===== src/hw/rtl/pai_pkg.sv =====
// Shared types and constants for the positional array insert/delete/search unit.
`timescale 1ns / 1ps
`default_nettype none

package pai_pkg;

   localparam int POS_W   = 7;
   localparam int VAL_W   = 32;
   localparam int FOUND_W = 6;
   localparam int LIVE_W  = 7;

   typedef enum logic [1:0] {
      CMD_INSERT = 2'd0,
      CMD_DELETE = 2'd1,
      CMD_SEARCH = 2'd2,
      CMD_NOP    = 2'd3
   } cmd_type;

   typedef enum logic [1:0] {
      ST_OK       = 2'd0,
      ST_BADPOS   = 2'd1,
      ST_FULL     = 2'd2,
      ST_NOTFOUND = 2'd3
   } status_type;

   typedef enum logic {
      CTL_IDLE = 1'b0,
      CTL_SCAN = 1'b1
   } ctl_state_type;

   typedef enum logic [2:0] {
      CELL_HOLD   = 3'd0,
      CELL_INSERT = 3'd1,
      CELL_DELETE = 3'd2,
      CELL_MATCH  = 3'd3,
      CELL_SHIFT  = 3'd4
   } cell_op_type;

   typedef struct packed {
      cmd_type                  command;
      logic [POS_W-1:0]         position;
      logic signed [VAL_W-1:0]  value;
   } req_type;

   typedef struct packed {
      status_type               status;
      logic [FOUND_W-1:0]       found_index;
      logic [LIVE_W-1:0]        live_count;
   } rsp_type;

   // Broadcast from the controller to every cell of the row.
   typedef struct packed {
      cell_op_type              op;
      logic [POS_W-1:0]         position;
      logic [VAL_W-1:0]         value;
   } cell_ctrl_type;

endpackage

`default_nettype wire


===== src/hw/rtl/pai_ctrl.sv =====
// Command controller: entry count, search scan sequencer and result register.
`timescale 1ns / 1ps
`default_nettype none

module pai_ctrl #(
   parameter int DEPTH = 64,
   parameter int CNT_W = 7,
   parameter int IDX_W = 6,
   parameter int CMP_W = 7
) (
   input  wire                      clock,
   input  wire                      reset,
   input  wire                      start,
   output logic                     busy,
   input  pai_pkg::req_type         req_payload,
   output logic                     rsp_strobe,
   output pai_pkg::rsp_type         rsp_payload,
   output pai_pkg::cell_ctrl_type   cell_ctrl,
   output logic [CNT_W-1:0]         count,
   input  wire                      head_match
);

   pai_pkg::ctl_state_type state_ff;
   pai_pkg::ctl_state_type state_in;
   logic [CNT_W-1:0]       count_ff;
   logic [CNT_W-1:0]       count_in;
   logic [IDX_W-1:0]       idx_ff;
   logic [IDX_W-1:0]       idx_in;
   logic                   rsp_valid_ff;
   logic                   rsp_valid_in;
   pai_pkg::rsp_type       rsp_ff;
   pai_pkg::rsp_type       rsp_in;
   logic                   accept;
   logic [CMP_W-1:0]       pos_ext;
   logic [CMP_W-1:0]       cnt_ext;
   logic                   scan_last;

   assign busy      = (state_ff == pai_pkg::CTL_SCAN);
   assign accept    = start && !busy;
   assign pos_ext   = CMP_W'(req_payload.position);
   assign cnt_ext   = CMP_W'(count_ff);
   assign scan_last = ((CNT_W'(idx_ff) + CNT_W'(1)) == count_ff);

   always_ff @(posedge clock) begin
      if (reset) begin
         state_ff     <= pai_pkg::CTL_IDLE;
         count_ff     <= '0;
         idx_ff       <= '0;
         rsp_valid_ff <= 1'b0;
      end else begin
         state_ff     <= state_in;
         count_ff     <= count_in;
         idx_ff       <= idx_in;
         rsp_valid_ff <= rsp_valid_in;
      end
   end

   always_ff @(posedge clock) begin
      rsp_ff <= rsp_in;
   end

   always_comb begin
      state_in           = state_ff;
      count_in           = count_ff;
      idx_in             = idx_ff;
      rsp_valid_in       = 1'b0;
      rsp_in             = rsp_ff;
      cell_ctrl.op       = pai_pkg::CELL_HOLD;
      cell_ctrl.position = req_payload.position;
      cell_ctrl.value    = req_payload.value;
      unique case (state_ff)
         pai_pkg::CTL_IDLE: begin
            if (accept) begin
               rsp_valid_in       = 1'b1;
               rsp_in.status      = pai_pkg::ST_OK;
               rsp_in.found_index = '0;
               unique case (req_payload.command)
                  pai_pkg::CMD_INSERT: begin
                     if (pos_ext > cnt_ext) begin
                        rsp_in.status = pai_pkg::ST_BADPOS;
                     end else if (count_ff == CNT_W'(DEPTH)) begin
                        rsp_in.status = pai_pkg::ST_FULL;
                     end else begin
                        cell_ctrl.op = pai_pkg::CELL_INSERT;
                        count_in     = count_ff + CNT_W'(1);
                     end
                  end
                  pai_pkg::CMD_DELETE: begin
                     if (pos_ext >= cnt_ext) begin
                        rsp_in.status = pai_pkg::ST_BADPOS;
                     end else begin
                        cell_ctrl.op = pai_pkg::CELL_DELETE;
                        count_in     = count_ff - CNT_W'(1);
                     end
                  end
                  pai_pkg::CMD_SEARCH: begin
                     cell_ctrl.op = pai_pkg::CELL_MATCH;
                     if (count_ff == '0) begin
                        rsp_in.status = pai_pkg::ST_NOTFOUND;
                     end else begin
                        // hold the result until the scan ends
                        rsp_valid_in = 1'b0;
                        idx_in       = '0;
                        state_in     = pai_pkg::CTL_SCAN;
                     end
                  end
                  pai_pkg::CMD_NOP: begin
                  end
                  default: begin
                  end
               endcase
               rsp_in.live_count = pai_pkg::LIVE_W'(count_in);
            end
         end
         pai_pkg::CTL_SCAN: begin
            if (head_match) begin
               rsp_valid_in       = 1'b1;
               rsp_in.status      = pai_pkg::ST_OK;
               rsp_in.found_index = pai_pkg::FOUND_W'(idx_ff);
               rsp_in.live_count  = pai_pkg::LIVE_W'(count_ff);
               state_in           = pai_pkg::CTL_IDLE;
            end else if (scan_last) begin
               rsp_valid_in       = 1'b1;
               rsp_in.status      = pai_pkg::ST_NOTFOUND;
               rsp_in.found_index = '0;
               rsp_in.live_count  = pai_pkg::LIVE_W'(count_ff);
               state_in           = pai_pkg::CTL_IDLE;
            end else begin
               cell_ctrl.op = pai_pkg::CELL_SHIFT;
               idx_in       = idx_ff + IDX_W'(1);
            end
         end
         default: begin
            state_in = pai_pkg::CTL_IDLE;
         end
      endcase
   end

   assign rsp_strobe  = rsp_valid_ff;
   assign rsp_payload = rsp_ff;
   assign count       = count_ff;

`ifndef SYNTHESIS
   a_count_bound: assert property (@(posedge clock) disable iff (reset)
      count_ff <= CNT_W'(DEPTH))
      else $error("entry count above depth");

   a_count_only_on_accept: assert property (@(posedge clock) disable iff (reset)
      !accept |=> $stable(count_ff))
      else $error("entry count changed without a command transfer");

   a_quick_cmd_result: assert property (@(posedge clock) disable iff (reset)
      (accept && req_payload.command != pai_pkg::CMD_SEARCH) |=> rsp_valid_ff)
      else $error("missing result for insert, delete or unused command");

   a_scan_no_early_result: assert property (@(posedge clock) disable iff (reset)
      (busy && !head_match && !scan_last) |=> (!rsp_valid_ff && busy))
      else $error("scan ended early");

   a_full_status: assert property (@(posedge clock) disable iff (reset)
      (rsp_valid_ff && rsp_ff.status == pai_pkg::ST_FULL) |-> count_ff == CNT_W'(DEPTH))
      else $error("full status while array not full");
`endif

endmodule

`default_nettype wire


===== config.mk =====
export PLATFORM = sky130hd
export DESIGN_NAME = pai_ctrl
export DESIGN_NICKNAME = d
export VERILOG_FILES = /design/src/hw/rtl/pai_pkg.sv /design/src/hw/rtl/pai_ctrl.sv
export SDC_FILE = /design/constraint.sdc
export NUM_CORES = 1
export LEC_CHECK = 0
export BUFFER_PORTS_ARGS = -buffer_cell sky130_fd_sc_hd__buf_2
export CAP_MARGIN = 10
export CORE_ASPECT_RATIO = 2
export CORE_UTILIZATION = 53
export CTS_BUF_LIST = sky130_fd_sc_hd__clkbuf_4 sky130_fd_sc_hd__clkbuf_8 sky130_fd_sc_hd__clkbuf_16
export CTS_CLUSTER_DIAMETER = 100
export DETAILED_ROUTE_END_ITERATION = 8
export MAX_ROUTING_LAYER = met4
export PLACE_DENSITY = 0.87
export SLEW_MARGIN = 20
export SYNTH_ARGS = -nofsm -noshare
export SYNTH_HDL_FRONTEND = slang
export SYNTH_SLANG_ARGS = --single-unit

===== constraint.sdc =====
create_clock -name clock -period 7 [get_ports clock]
set_clock_uncertainty 0.2 [all_clocks]
set_input_delay 0.35 -clock clock [delete_from_list [all_inputs] [get_ports clock]]
set_output_delay 0.35 -clock clock [all_outputs]
set_load 0.01 [all_outputs]

# Yosys cells after proc, flatten, opt, wreduce, memory -nomap -nowiden
# Cells that the tools add are included.
[totals]
output_inout_bits = 66
regBits = 30
[classes]
magnitude_cmp = 2
eq_ne = 10
muxes = 39
bitwise = 1
n_reduce_logical = 7
add_sub_neg = 4
[ops]
columns = ["op", "n"]
rows = [
  ["$mux 15", 3],
  ["$mux 6", 5],
  ["$pmux 15 s2", 1],
  ["$mux 7", 3],
  ["$pmux 7 s2", 1],
  ["$mux 1", 13],
  ["$pmux 2 s3", 2],
  ["$pmux 6 s2", 1],
  ["$mux 2", 5],
  ["$ne 2x2->1 const B", 4],
  ["$add 6x1->7 const B", 1],
  ["$add 7x1->7 const B", 1],
  ["$eq 7x7->1", 1],
  ["$eq 7x7->1 const B", 1],
  ["$ge 7x7->1", 1],
  ["$gt 7x7->1", 1],
  ["$logic_not 7->1", 1],
  ["$sub 7x1->7 const B", 1],
  ["$add 6x1->6 const B", 1],
  ["$mux 3", 2],
  ["$pmux 3 s2", 1],
  ["$reduce_and 5->1", 1],
  ["$pmux 1 s2", 2],
  ["$reduce_and 2->1", 2],
  ["other kinds (8)", 8],
]

# Longest topological paths before layout
[logic_depth]
ltp_word = 6
depth_mapped = 10
ltp_nobuf = 8

# Worst setup path before layout
# Ideal clock, no wire load.
[synth_timing]
kind = "register -> output"
start = "register count_ff[1] (netlist: count[1])"
end = "output port cell_ctrl[39] (netlist bit)"
path_slack_ps = 4366
path_buffers = 0
path_stages_with_launch = 9
required_time_ps = 6450
arrival_time_ps = 2084
cell_sequence = "dfxtp_1 > inv_1 > ha_1 > nor2b_1 > o21ai_0 > a21oi_1 > o21ai_0 > a21oi_1 > nor3_1"
[synth_rtl]
columns = ["element", "line_no", "rtl"]
rows = [
  ["start: declaration", "pai_ctrl.sv:25", "logic [CNT_W-1:0] count_ff;"],
  ["start signal: assignment", "pai_ctrl.sv:52", "count_ff <= count_in;"],
  ["end: declaration", "pai_ctrl.sv:18", "output pai_pkg::cell_ctrl_type cell_ctrl,"],
]

==> impl_metrics.py <==
metrics = {
    "outcome": {
        "status": "finished clean",
    },
    "critical_path": {
        "critPathMaxFanout": 12,
        "end_kind": "output pin",
        "cp_common_cell": "a21oi_1",
        "worstSetupPathType": "flop to output pin",
        "cp_data_required_time_ps": 6450,
        "path_cells": "inv_1 -> ha_1 -> a21oi_1 -> o21ai_2 -> a21oi_1 -> nand3_1 -> a21oi_1 -> buf_2",
        "cp.arrival_ps": 3050,
        "slowest_stage": "a21oi_1",
        "critPathLaunchType": "flop",
        "slowest_delay_ps": 750,
    },
    "sta": {
        "rsz0062_at_grt": "false",
        "finalHoldViolCount": 0,
        "setup_tns_ps": 0,
        "post-route-min-period_ps": 3600,
        "finalCritPeriodShare_pct": 51.4,
        "fmax_mhz": 278,
        "maxSlewHeadroom_pct": 37.5,
        "tightest_slew_ps": 936,
        "finalSetupViolCount": 0,
        "drv_slew": 0,
    },
    "floorplanning": {
        "coreArea_um2": 4690,
        "start_util_pct": 56.1,
        "io_pins": 111,
        "die_h_um": 102,
        "die_x_um": 51.8,
        "num_rows": 35,
        "die-area_um2": 5260,
    },
    "finish": {
        "final_cells": 359,
        "fin_util_pct": 55.0,
        "syn_to_final_growth_pct": -1.90,
        "drive_above_1_share_pct": 21.7,
        "nets": 360,
        "diodes": 0,
    },
    "placement": {
        "placed_cells": 352,
        "portBuffers": 46,
        "finalWeightedCongestion": 1.03,
        "dp_hpwl_mm": 5.16,
    },
    "logic_synthesis": {
        "synthCells": 313,
        "synth-edff-count": 15,
        "postSynth.asyncResetShare_pct": 0,
        "synth_ff_type": "edfxtp_1",
        "synthTopCellsByArea": "edfxtp_1 (17%), buf_4 (12%), dfxtp_1 (11%), ha_1 (5.2%), nor2_1 (3.0%)",
        "synth_seq_area_share_pct": 28.6,
        "synth_fp_nets": 369,
        "synth_seq_cells": 30,
        "synth_top_area_cell": "edfxtp_1",
        "synthDistinctLibCells": 58,
        "synthesis.area_um2": 2630,
        "synth.avg_cell_area_um2": 8.39,
        "yosysWarnings": 0,
        "synth_top_area_share_pct": 17.1,
    },
    "global_routing": {
        "grt_overflow": 0,
        "antenna_found_initial": 0,
        "grt_pass1_vias": 2341,
        "grt_max_degree": 31,
        "grt_pass1_wl_mm": 10.9,
        "track_usage_pct": 28.5,
    },
    "clock_network": {
        "clkLatencyLatePin_ps": 280,
        "cts_root_buf": "clkbuf_8",
        "cts_tree": "done",
        "htreeDepth": 2,
        "cts_resized": 0,
        "cts_sinks": 30,
        "clockBufferDepth": 2,
        "hold_buffers": 0,
        "postCtsSetupBuffers": 0,
        "clk_pin_slew_worst_paths_ps": 60,
        "cts_made_buffers": 5,
    },
    "pwr": {
        "max-vdd-ir-drop_mv": 0.0978,
        "p_sw_mw": 0.145,
        "design_power_total_mw": 0.457,
        "p_seq_share_pct": 46.1,
        "p_int_mw": 0.312,
        "p_per_area_nw_per_um2": 177,
        "clkPwrFrac_pct": 28.6,
        "pwr-share-comb_pct": 25.3,
        "p_leak_nw": 1.02,
        "p_sw_share_pct": 31.6,
    },
    "flow_run": {
        "maxCapViolations": 0,
    },
    "routing": {
        "via_per_inst": 6.59,
        "drcViolationCount": 0,
        "drt_wl_total_mm": 6.70,
        "wl_per_cell_um": 18.7,
        "dr.pass1.iters": 5,
        "final_antenna_net_count": 0,
        "via_count": 2367,
        "drtIter0Drc": 115,
    },
    "hold_path": {
        "min_path_type": "input pin to flop",
    },
}
==> cell usage in the layout (no fill, tap or decap), types with 11 or more instances in the layout <==
master and n:
nor3_1 14, inv_1 17, ha_1 11, a21oi_1 13, nand4_1 11, dfxtp_1 15
edfxtp_1 15, buf_2 46, nor2_1 21, nand2_1 14, nand3_1 13, o21ai_0 12
==> synth_stat cells (all sizes together), types with 6 or more instances <==
cell type	n
a21oi	13
a311oi	6
and3	8
buf	50
clkbuf	12
dfxtp	15
edfxtp	15
ha	11
inv	17
nand2	14
nand3	13
nand4	11
nor2	21
nor3	14
o21ai	13
xnor2	6
==> state kept, by name, summed over array words and instances (netlist names) <==
signal,cells
idx_ff,6
rsp_strobe,1
busy,1
count,7
rsp_payload,15
==> power by group through the flow <==
stage,clock (mW),sequential [mW],combinational [mW]
after floorplan,0,0.214,0.100
after global placement,0,0.214,0.114
after detailed placement,0,0.214,0.114
after CTS,0.132,0.210,0.114
after global routing,0.139,0.212,0.127
final,0.131,0.211,0.115
==> worst max-delay path: cells and delay by family, from the launching register on <==
family / cells / cell delay [ps]
flops: 1 / 660
simple gates: 1 / 150
fa+ha+maj: 1 / 250
compound gates: 4 / 1270
buf+inv: 2 / 430
==> routing by layer <==
layer  up-vias  GRT usage, %  wire (um)
li1       1100             -          -
met4         0          23.9        495
met2       131          50.2       3580
met1      1084          25.9       2220
met5         -             -          0
met3        52          3.60        400
==> worst paths after layout <==
| check | from | to | slack [ps] | cells after the start |
|---|---|---|---|---|
| worst max register to register | count[3] | count[5] | 3590 | 8 |
| worst min register to register | idx_ff[1] | idx_ff[1] | 360 | 2 |
| worst max-delay path | count[3] | cell_ctrl[40] | 3400 | 8 |
| worst min-delay path | head_match | rsp_payload[11] | 260 | 2 |
==> final cells by class <==
type / instances / area (um2)
fillers: 434 / 2110
multi-input cells: 204 / 1380
flip-flops and latches: 30 / 751
repair buffers: 46 / 230
clock buffers: 6 / 76.3
well taps: 55 / 68.8
inverters: 17 / 63.8
clock inverters: 1 / 3.75
==> logic make-up after synthesis <==
| logic type | share of synthesized area, % |
|---|---|
| fa+ha+maj | 5.24 |
| flops | 28.6 |
| compound gates | 20.5 |
| xor+xnor | 2.95 |
| mux | 1.29 |
| buf+inv | 18.8 |
| simple gates | 22.7 |
==> per-stage QoR <==
stage          setup slack (ps)  hold slack, ps  cell area (um2)
3_5_place_dp               3670             355             2500
4_1_cts                    3460             260             2580
5_1_grt                    3210             298             2580
3_3_place_gp               3730             336             2500
6_report                   3400             264             2580
2_1_floorplan              4370             314             2630
Power figures use the tool's default switching activity.
