--- config.mk ---
export PLATFORM = sky130hd
export DESIGN_NAME = pai_cell
export DESIGN_NICKNAME = d
export VERILOG_FILES = /design/src/hw/rtl/pai_pkg.sv /design/src/hw/rtl/pai_cell.sv
export SDC_FILE = /design/constraint.sdc
export NUM_CORES = 1
export LEC_CHECK = 0
export ABC_AREA = 1
export CAP_MARGIN = 0
export CORE_ASPECT_RATIO = 1.2
export CORE_MARGIN = 2
export CORE_UTILIZATION = 45
export CTS_CLUSTER_SIZE = 10
export DETAILED_ROUTE_END_ITERATION = 16
export DONT_BUFFER_PORTS = 1
export GPL_ROUTABILITY_DRIVEN = 0
export GPL_TIMING_DRIVEN = 0
export PLACE_DENSITY = 0.7
export SLEW_MARGIN = 20
export SYNTH_ARGS = -nofsm -noshare
export SYNTH_HDL_FRONTEND = slang
export SYNTH_SLANG_ARGS = --single-unit
--- constraint.sdc ---
create_clock -name clock -period 2.2 [get_ports clock]
set_clock_uncertainty 0.2 [all_clocks]
set_input_delay 0.11 -clock clock [delete_from_list [all_inputs] [get_ports clock]]
set_output_delay 0.11 -clock clock [all_outputs]
set_load 0.05 [all_outputs]
--- src/hw/rtl/pai_pkg.sv ---
// Shared types and constants for the positional array insert/delete/search unit.
`timescale 1ns / 1ps
`default_nettype none

package pai_pkg;

   localparam int POS_W   = 7;
   localparam int VAL_W   = 32;
   localparam int FOUND_W = 6;
   localparam int LIVE_W  = 7;

   typedef enum logic [1:0] {
      CMD_INSERT = 2'd0,
      CMD_DELETE = 2'd1,
      CMD_SEARCH = 2'd2,
      CMD_NOP    = 2'd3
   } cmd_type;

   typedef enum logic [1:0] {
      ST_OK       = 2'd0,
      ST_BADPOS   = 2'd1,
      ST_FULL     = 2'd2,
      ST_NOTFOUND = 2'd3
   } status_type;

   typedef enum logic {
      CTL_IDLE = 1'b0,
      CTL_SCAN = 1'b1
   } ctl_state_type;

   typedef enum logic [2:0] {
      CELL_HOLD   = 3'd0,
      CELL_INSERT = 3'd1,
      CELL_DELETE = 3'd2,
      CELL_MATCH  = 3'd3,
      CELL_SHIFT  = 3'd4
   } cell_op_type;

   typedef struct packed {
      cmd_type                  command;
      logic [POS_W-1:0]         position;
      logic signed [VAL_W-1:0]  value;
   } req_type;

   typedef struct packed {
      status_type               status;
      logic [FOUND_W-1:0]       found_index;
      logic [LIVE_W-1:0]        live_count;
   } rsp_type;

   // Broadcast from the controller to every cell of the row.
   typedef struct packed {
      cell_op_type              op;
      logic [POS_W-1:0]         position;
      logic [VAL_W-1:0]         value;
   } cell_ctrl_type;

endpackage

`default_nettype wire

--- src/hw/rtl/pai_cell.sv ---
// One storage cell of the array row: holds an entry and a match flag.
`timescale 1ns / 1ps
`default_nettype none

module pai_cell #(
   parameter int CNT_W      = 7,
   parameter int CMP_W      = 7,
   parameter int CELL_INDEX = 0
) (
   input  wire                              clock,
   input  pai_pkg::cell_ctrl_type           cell_ctrl,
   input  wire  [CNT_W-1:0]                 count,
   input  wire  [pai_pkg::VAL_W-1:0]        left_data,
   input  wire  [pai_pkg::VAL_W-1:0]        right_data,
   input  wire                              right_match,
   output logic [pai_pkg::VAL_W-1:0]        data_out,
   output logic                             match_out
);

   localparam logic [CMP_W-1:0] MyIdx = CMP_W'(CELL_INDEX);

   logic [pai_pkg::VAL_W-1:0] data_ff;
   logic [pai_pkg::VAL_W-1:0] data_in;
   logic                      match_ff;
   logic                      match_in;
   logic [CMP_W-1:0]          pos_ext;
   logic [CMP_W-1:0]          cnt_ext;

   assign pos_ext = CMP_W'(cell_ctrl.position);
   assign cnt_ext = CMP_W'(count);

   always_comb begin
      data_in  = data_ff;
      match_in = match_ff;
      unique case (cell_ctrl.op)
         pai_pkg::CELL_HOLD: begin
         end
         pai_pkg::CELL_INSERT: begin
            // cells above the slot take their lower neighbor
            if (MyIdx > pos_ext) begin
               data_in = left_data;
            end else if (MyIdx == pos_ext) begin
               data_in = cell_ctrl.value;
            end
         end
         pai_pkg::CELL_DELETE: begin
            if (MyIdx >= pos_ext) begin
               data_in = right_data;
            end
         end
         pai_pkg::CELL_MATCH: begin
            match_in = (MyIdx < cnt_ext) && (data_ff == cell_ctrl.value);
         end
         pai_pkg::CELL_SHIFT: begin
            // advance flags toward cell 0 for the scan
            match_in = right_match;
         end
         default: begin
         end
      endcase
   end

   always_ff @(posedge clock) begin
      data_ff  <= data_in;
      match_ff <= match_in;
   end

   assign data_out  = data_ff;
   assign match_out = match_ff;

endmodule

`default_nettype wire

-- After elaboration in Yosys (flattened, before gate mapping)
Cells that the tools add are included.
- register bits: 33
- input bits: 115
- output and inout bits: 33
- word-level logic and storage cells: 22
- $lt $le $gt $ge: 3
- eq/ne operators: 7
- muxes and demuxes: 5
- reductions and logical operators: 5
- operators with widths (cell ; count):
    32-bit 2-to-1 mux ; 3
    32-bit one-hot mux with 2 select lines ; 1
    32-bit == test ; 1
    1-bit by 7-bit greater-or-equal comparator with 1-bit output, first input constant ; 1
    1-bit by 7-bit > comparator with 1-bit output, first input constant ; 1
    7-bit logical NOT ; 1
    1-bit by 7-bit less-than comparator with 1-bit output, first input constant ; 1
    3-bit by 2-bit == test with 1-bit output, second input constant ; 2
    2-bit nonzero test ; 2
    3-bit by 1-bit == test with 1-bit output, second input constant ; 1
    3-bit == test, second input constant ; 1
    3-bit != test, second input constant ; 1
    3-bit AND reduction ; 1
    2-bit != test, second input constant ; 1
    1-bit one-hot mux with 2 select lines ; 1
    1-bit logical AND ; 1

-- Depth between registers and ports, before layout
Gate-level depths: netlist (run 1).
- word-level depth: 4
- depth in mapped cells: 9
- mapped depth without buffers: 9

-- Worst setup path before layout (run 1)
OpenSTA, ideal clock, no wires.
- kind: input -> register
- start point: input port cell_ctrl[37] (netlist bit)
- end point: register data_ff, in the netlist data_out[0], enable pin
- library setup time: 0.392 ns
- data arrival time: 1.206 ns
- data required time: 1.608 ns
- setup slack: 0.401 ns
- stages on the path: 2
- buffers on the path: 0
- cell sequence: nor4_1 -> and3_1
- cells in the longest elaborated chain, start to end: 3
- elaborated cells between the ends (all ways): 6
- classes of those cells: 2 x order compare; 2 x eq/ne; 2 x reduce/logical
- ends and longest elaborated chain (element ; line ; RTL):
    start, declared ; pai_cell.sv:11 ; input pai_pkg::cell_ctrl_type cell_ctrl,
    1-bit by 7-bit > comparator with 1-bit output (tied with other cells) ; pai_cell.sv:40 ; if (MyIdx > pos_ext) begin
    3-bit != test (no source line) or 2-bit != test (tied branches) ; - ;
    3-bit AND reduction (no source line) * ; - ;
    end signal, assigned ; pai_cell.sv:64 ; data_ff <= data_in;
    end, declared ; pai_cell.sv:22 ; logic [pai_pkg::VAL_W-1:0] data_ff;
Every way passes the cells marked *; elsewhere a longest branch is shown, timed or not.
A chain may end at the register's enable or synchronous reset.

-- Worst setup path after layout (run 1)
- start point: input port cell_ctrl[39] (netlist bit)
- end point: register data_ff, in the netlist data_out[25] (data pin)
- cells in the longest elaborated chain, start to end: 2
- elaborated cells between the ends (all ways): 3
- classes of those cells: 2 x eq/ne; 1 x mux
- ends and longest elaborated chain (element ; line ; RTL):
    3-bit by 2-bit == test with 1-bit output or 3-bit by 1-bit == test with 1-bit output (tied branches) ; pai_cell.sv:35 ; unique case (cell_ctrl.op)
    32-bit one-hot mux with 2 select lines * ; pai_cell.sv:35 ;
    net data_in (one bit) ; pai_cell.sv:23 ; logic [pai_pkg::VAL_W-1:0] data_in;
Mark *: on every way through the listed nets, which the timed path passes. The rest lies on a longest branch.

==> run_results.csv, run 1 <==
group,metric,value,unit
synth,ys_seq_area_frac,0.4956,
power,p_leak,0.001117,uW
setup_path,path_buf_inv,3,
clocking,cts_tree,"done",
synth,synth.avg_cell_area,12.04,um2
setup_path,cp-end-kind,"register",
synth,synthFlopType,"edfxtp_1",
finish,layout.nets,356,
synth,synth_area,0.001999,mm2
synth,ys_warn_count,0,
clocking,cts.sinks,33,
global_routing,first_global_vias,1714,
detailed_routing,via_per_inst,5.128,
synth,async_flop_share,0,
floorplanning,dieArea,0.004995,mm2
setup_path,crit_family,"buffers and inverters",
clocking,path_clk_slew,0.07,ns
placed_design,hpwl,3302,um
clocking,clkLatencyLatePin,0.28,ns
clocking,cts_root_buffer,"clkbuf_8",
detailed_routing,drc,0,
power,ir_drop,0.2861,mV
floorplanning,die_w,64.85,um
finish,n_fill_cell,317,
setup_path,crit_chain,"or3b_1 > buf_6 > buf_12 > mux2_4 > dlygate4sd3_1",
detailed_routing,drtPass1Iterations,4,
setup_path,r2r_start,"data_out[2]",
detailed_routing,vias,1528,
floorplanning,initial_core_util,0.4692,
setup_path,cp_data_required_time,2.02,ns
clocking,cts_buffer_depth,2,
timing,setup_viol,0,
global_routing,grt_max_degree,33,
clocking,post-cts-setup-buffer-count,0,
timing,finalHoldViolCount,0,
finish,diodes,0,
min_path,hold_class,"in2reg",
placed_design,placed_area,0.002071,mm2
timing,finalSetupTns,0,ns
job,maxCapViolations,0,
timing,slew_headroom,0.4978,
floorplanning,io_pins,148,
floorplanning,die_y,77.02,um
detailed_routing,ant_nets,0,
timing,rsz0062_at_grt,"no",
synth,yosys.area.top_type,"edfxtp_1",
setup_path,start_kind,"input pin",
power,p_sw_frac,0.2208,
synth,synth_top_area_share,0.4956,
synth,netlist_instances,166,
setup_path,critPathSlowestCell,"dlygate4sd3_1",
detailed_routing,totalWireLength,5408,um
detailed_routing,routedWlPerCell,18.15,um
timing,post-route-period-util,0.8521,
finish,layout-drive-gt1-share,0.1612,
placed_design,place_ws,0.3924,ns
synth,synth_cell_types,17,
power,sequentialPowerShare,0.507,
synth,synthTopCellsByArea,"edfxtp_1 (50%), mux2_4 (17%), xnor2_1 (12%)",
timing,worstMarginPinSlew,0.7533,ns
global_routing,grt_usage,0.2220,
synth,ys_top_cells_by_count,"edfxtp_1 (33), nand2_1 (30), xnor2_1 (27)",
global_routing,overflow,0,
clocking,cts_buffers,5,
timing,hold_ws,0.03450,ns
synth,yosys.cell_count.top_type,"edfxtp_1",
power,p_int,1090,uW
floorplanning,core_area,0.004262,mm2
clocking,htreeDepth,2,
power,p_comb_frac,0.178,
detailed_routing,drt_iter0_drc,62,
timing,timing.fmax,0.5334,GHz
power,clkPwrFrac,0.314,
finish,post-route-cell-area,0.002833,mm2
min_path,min_from,"cell_ctrl[39]",
finish,syn2layout_area_growth,41.68,%
setup_path,cp_max_fo,10,
synth,ys_ff_latch,33,
placed_design,numPortBuffers,0,
global_routing,grt_pass1_wl,8217,um
power,p_sw,308.7,uW
floorplanning,num_rows,26,
setup_path,slowest_delay,0.57,ns
setup_path,crit_arrival,1.70,ns
timing,layout_setup_ws,0.3253,ns
global_routing,antenna_found_initial,0,
power,fin_total_pwr,1398,uW
status,status,"completed",
setup_path,worst-setup-path-type,"in2reg",
setup_path,critPathLaunch,"cell_ctrl[39]",
power,power_density,493.7,mW/mm2
timing,finalMaxSlewViolations,0,
synth,synth_edf_count,33,
synth,synth_fp_nets,281,
timing,period_minus_slack,1.875,ns
==> per-stage QoR <==
step	std cells	utilization
after floorplan	166	-
after global placement	222	0.4856
after detailed placement	222	0.4859
after CTS	298	0.6647
after global routing	298	0.6647
final	298	0.6647
==> cells in the final DEF (no fill, tap or decap), drive strengths merged, types with 3 or more instances in the layout <==
master / instances
mux2: 28
clkbuf: 5
a21oi: 4
nand2: 30
dlygate4sd3: 68
nand4: 3
xnor2: 27
nor2: 19
clkinv: 3
inv: 10
buf: 4
edfxtp: 33
==> cell families after synthesis <==
logic type	synth area share
mux	0.1990
compound gates	0.01251
flops	0.4956
xor+xnor	0.1227
buf+inv	0.05006
simple gates	0.1202
==> final timing paths <==
| check | endpoint | slack, ns | cells past startpoint |
|---|---|---|---|
| max | data_out[25] | 0.33 | 5 |
| min | match_out | 0.03 | 3 |
| max reg2reg | match_out | 0.45 | 7 |
| min reg2reg | match_out | 1.01 | 5 |
==> worst min-delay path: stages <==
cell     delay (ns)
nor2_1         0.04
nand2_1        0.09
o21ai_0        0.10
==> metal layers <==
layer | GRT usage | wire (um) | vias to the layer above | part of all wire
met5 | 0 | 0 | - | 0
met4 | 0.06596 | 91 | 0 | 0.017
met3 | 0.05425 | 367 | 9 | 0.068
met2 | 0.4371 | 3168 | 85 | 0.59
met1 | 0.2206 | 1780 | 717 | 0.33
li1 | - | - | 717 | -
==> timing repair <==
| action | 4_1_cts | 5_1_grt |
|---|---|---|
| hold buffers | 68 | 0 |
| setup endpoints to repair | 0 | 0 |
| resized for setup | 0 | 0 |
| endpoints found under the hold margin | 34 | 0 |
==> flip-flops by register name, summed over array words and instances (netlist names) <==
register,count
match_out,1
data_out,32
==> power by group through the flow <==
stage / Sequential, uW / Clock, uW / Combinational (uW)
after global routing: 709 / 483 / 267
after CTS: 710 / 440 / 243
final: 709 / 440 / 249
after global placement: 723 / 0 / 126
after floorplan: 723 / 0 / 116
after detailed placement: 723 / 0 / 132
==> layout make-up <==
class / instances / area (um2) / area share
Sequential cell: 33 / 991.0 / 0.3498
Multi-Input combinational cell: 119 / 909.6 / 0.3211
Timing Repair Buffer: 68 / 680.7 / 0.2403
Tap cell: 56 / 70.07 / 0.02473
Clock buffer: 5 / 68.82 / 0.02429
Buffer: 4 / 62.56 / 0.02208
Inverter: 10 / 37.54 / 0.01325
Clock inverter: 3 / 12.51 / 0.004417
Power figures use the tool's default switching activity.
==> run 2, diff against run 1 <==
--- a/config.mk
+++ b/config.mk
@@ -6,8 +6,6 @@
 export NUM_CORES = 1
 export LEC_CHECK = 0
 export ABC_AREA = 1
-export CAP_MARGIN = 0
-export CORE_ASPECT_RATIO = 1.2
 export CORE_MARGIN = 2
 export CORE_UTILIZATION = 45
 export CTS_CLUSTER_SIZE = 10
==> run_results.csv, run 2 (synthesis gave the netlist of run 1 again) <==
group,metric,value,unit
power,power_density,489.1,mW/mm2
power,sequentialPowerShare,0.514,
setup_path,cp_data_required_time,2.03,ns
finish,layout-drive-gt1-share,0.1577,
power,p_sw_frac,0.2105,
detailed_routing,via_per_inst,5.345,
setup_path,slowest_delay,0.57,ns
setup_path,crit_chain,"or3b_1 > buf_6 > buf_12 > mux2_4 > dlygate4sd3_1",
clocking,cts_tree,"done",
power,p_leak,0.001113,uW
finish,regArea,991.0,um2
status,status,"completed",
global_routing,grt_busiest_layer,"met2",
setup_path,start_kind,"input pin",
timing,slew_headroom,0.4927,
clocking,clkLatencyLatePin,0.28,ns
power,p_comb_frac,0.180,
min_path,holdPathStages,3,
setup_path,critPathSlowestCell,"dlygate4sd3_1",
finish,n_fill_cell,349,
timing,finalSetupTns,0,ns
clocking,cts_resized,0,
placed_design,numPortBuffers,0,
finish,multi_input_area,909.6,um2
floorplanning,die_w,70.66,um
detailed_routing,ant_nets,0,
floorplanning,initial_core_util,0.4624,
setup_path,ff2ff_path_depth,7,
clocking,cts_root_buffer,"clkbuf_8",
job,maxCapViolations,0,
detailed_routing,totalWireLength,5408,um
setup_path,critPathLaunch,"cell_ctrl[39]",
detailed_routing,drtPass1Iterations,4,
setup_path,worst-setup-path-type,"in2reg",
global_routing,met3_usage,0.05840,
timing,setup_viol,0,
timing,finalMaxSlewViolations,0,
floorplanning,num_rows,24,
timing,post-route-period-util,0.8508,
finish,largest_reg_flops,32,
power,ir_drop,0.2794,mV
finish,layout_common_cells,"dlygate4sd3_1 (68), edfxtp_1 (33), nand2_1 (30)",
setup_path,path_buf_inv,3,
timing,worstMarginPinSlew,0.7610,ns
placed_design,hpwl,3364,um
detailed_routing,drc,0,
power,p_int,1090,uW
clocking,cts_buffer_depth,2,
min_path,min_to,"match_out",
power,clkPwrFrac,0.305,
setup_path,cp_max_fo,10,
clocking,post-cts-setup-buffer-count,0,
global_routing,groute.layer.met1.usage,0.2000,
finish,syn2layout_area_growth,41.18,%
setup_path,cp-end-kind,"register",
clocking,htreeDepth,2,
placed_design,placed_area,0.002066,mm2
timing,rsz0062_at_grt,"no",
global_routing,first_global_vias,1811,
setup_path,reg2reg_to,"match_out",
placed_design,place_ws,0.4652,ns
power,p_sw,290.6,uW
floorplanning,die_y,70.66,um
setup_path,crit_arrival,1.70,ns
finish,post-route-cell-area,0.002823,mm2
global_routing,overflow,0,
detailed_routing,vias,1566,
global_routing,grt_pass1_wl,8376,um
global_routing,grt_usage,0.2216,
finish,layout_commonest_cell,"dlygate4sd3_1",
timing,layout_setup_ws,0.3282,ns
finish,diodes,0,
detailed_routing,routedWlPerCell,18.46,um
floorplanning,io_pins,148,
global_routing,grt_max_degree,33,
setup_path,r2r_start,"data_out[18]",
global_routing,antenna_found_initial,0,
global_routing,use_met2,0.4423,
clocking,cts_buffers,5,
timing,period_minus_slack,1.872,ns
setup_path,r2r_slack,0.46,ns
timing,timing.fmax,0.5342,GHz
finish,layout.nets,356,
floorplanning,core_area,0.004324,mm2
timing,finalHoldViolCount,0,
min_path,hold_class,"in2reg",
detailed_routing,drt_iter0_drc,67,
clocking,cts.sinks,33,
floorplanning,dieArea,0.004992,mm2
min_path,min_from,"cell_ctrl[39]",
setup_path,crit_family,"buffers and inverters",
clocking,path_clk_slew,0.07,ns
run 2: power groups by stage:
stage	clock, uW	combinational [uW]	sequential, uW
detailed placement	0	132	724
floorplan	0	116	723
CTS	431	243	710
finish	421	249	710
global placement	0	126	724
global route	463	268	710
run 2: layout make-up:
type                       count  area share
clock buffer                   6     0.02571
buffer                         4     0.02216
sequential                    33      0.3511
multi-input combinational    119      0.3223
timing repair buffer          68      0.2411
inverter                      10     0.01330
clock inverter                 1    0.001330
tap                           52     0.02305
run 2: worst max-delay path by stage:
stage / cells after the start / endpoint / slack [ns]
floorplan: 2 / data_out[0] / 0.40
finish: 5 / data_out[14] / 0.33
detailed placement: 7 / match_out / 0.47
CTS: 5 / data_out[16] / 0.33
global placement: 2 / data_out[11] / 0.09
global route: 5 / data_out[28] / 0.26
run 2: what timing repair did:
action                     4_1_cts  5_1_grt
setup endpoints to repair        0        0
hold endpoints to repair        34        0
hold buffers                    68        0
run 2: worst reg2reg max path, cell delays in order (launching register included):
cell	delay, ns
edfxtp_1	0.63
xnor2_1	0.27
nand2_1	0.07
nor2_1	0.12
nand2_1	0.07
nor2_1	0.12
nand3_1	0.08
nand2_1	0.06
run 2: per-layer routing:
layer  part of all wire  routed length (um)
met5                  0                   0
met4              0.035                 189
met3              0.058                 312
met2               0.59                3210
met1               0.31                1695
run 2: through the flow:
step / std cells / total power, uW / util / hold slack, ns
global placement: 218 / 849.7 / 0.4774 / 0.1291
detailed placement: 218 / 856.2 / 0.4777 / 0.1304
global route: 293 / 1441 / 0.6528 / 0.1087
finish: 293 / 1381 / 0.6528 / 0.06690
floorplan: 166 / 839.3 / - / 0.1238
CTS: 293 / 1384 / 0.6528 / 0.02071
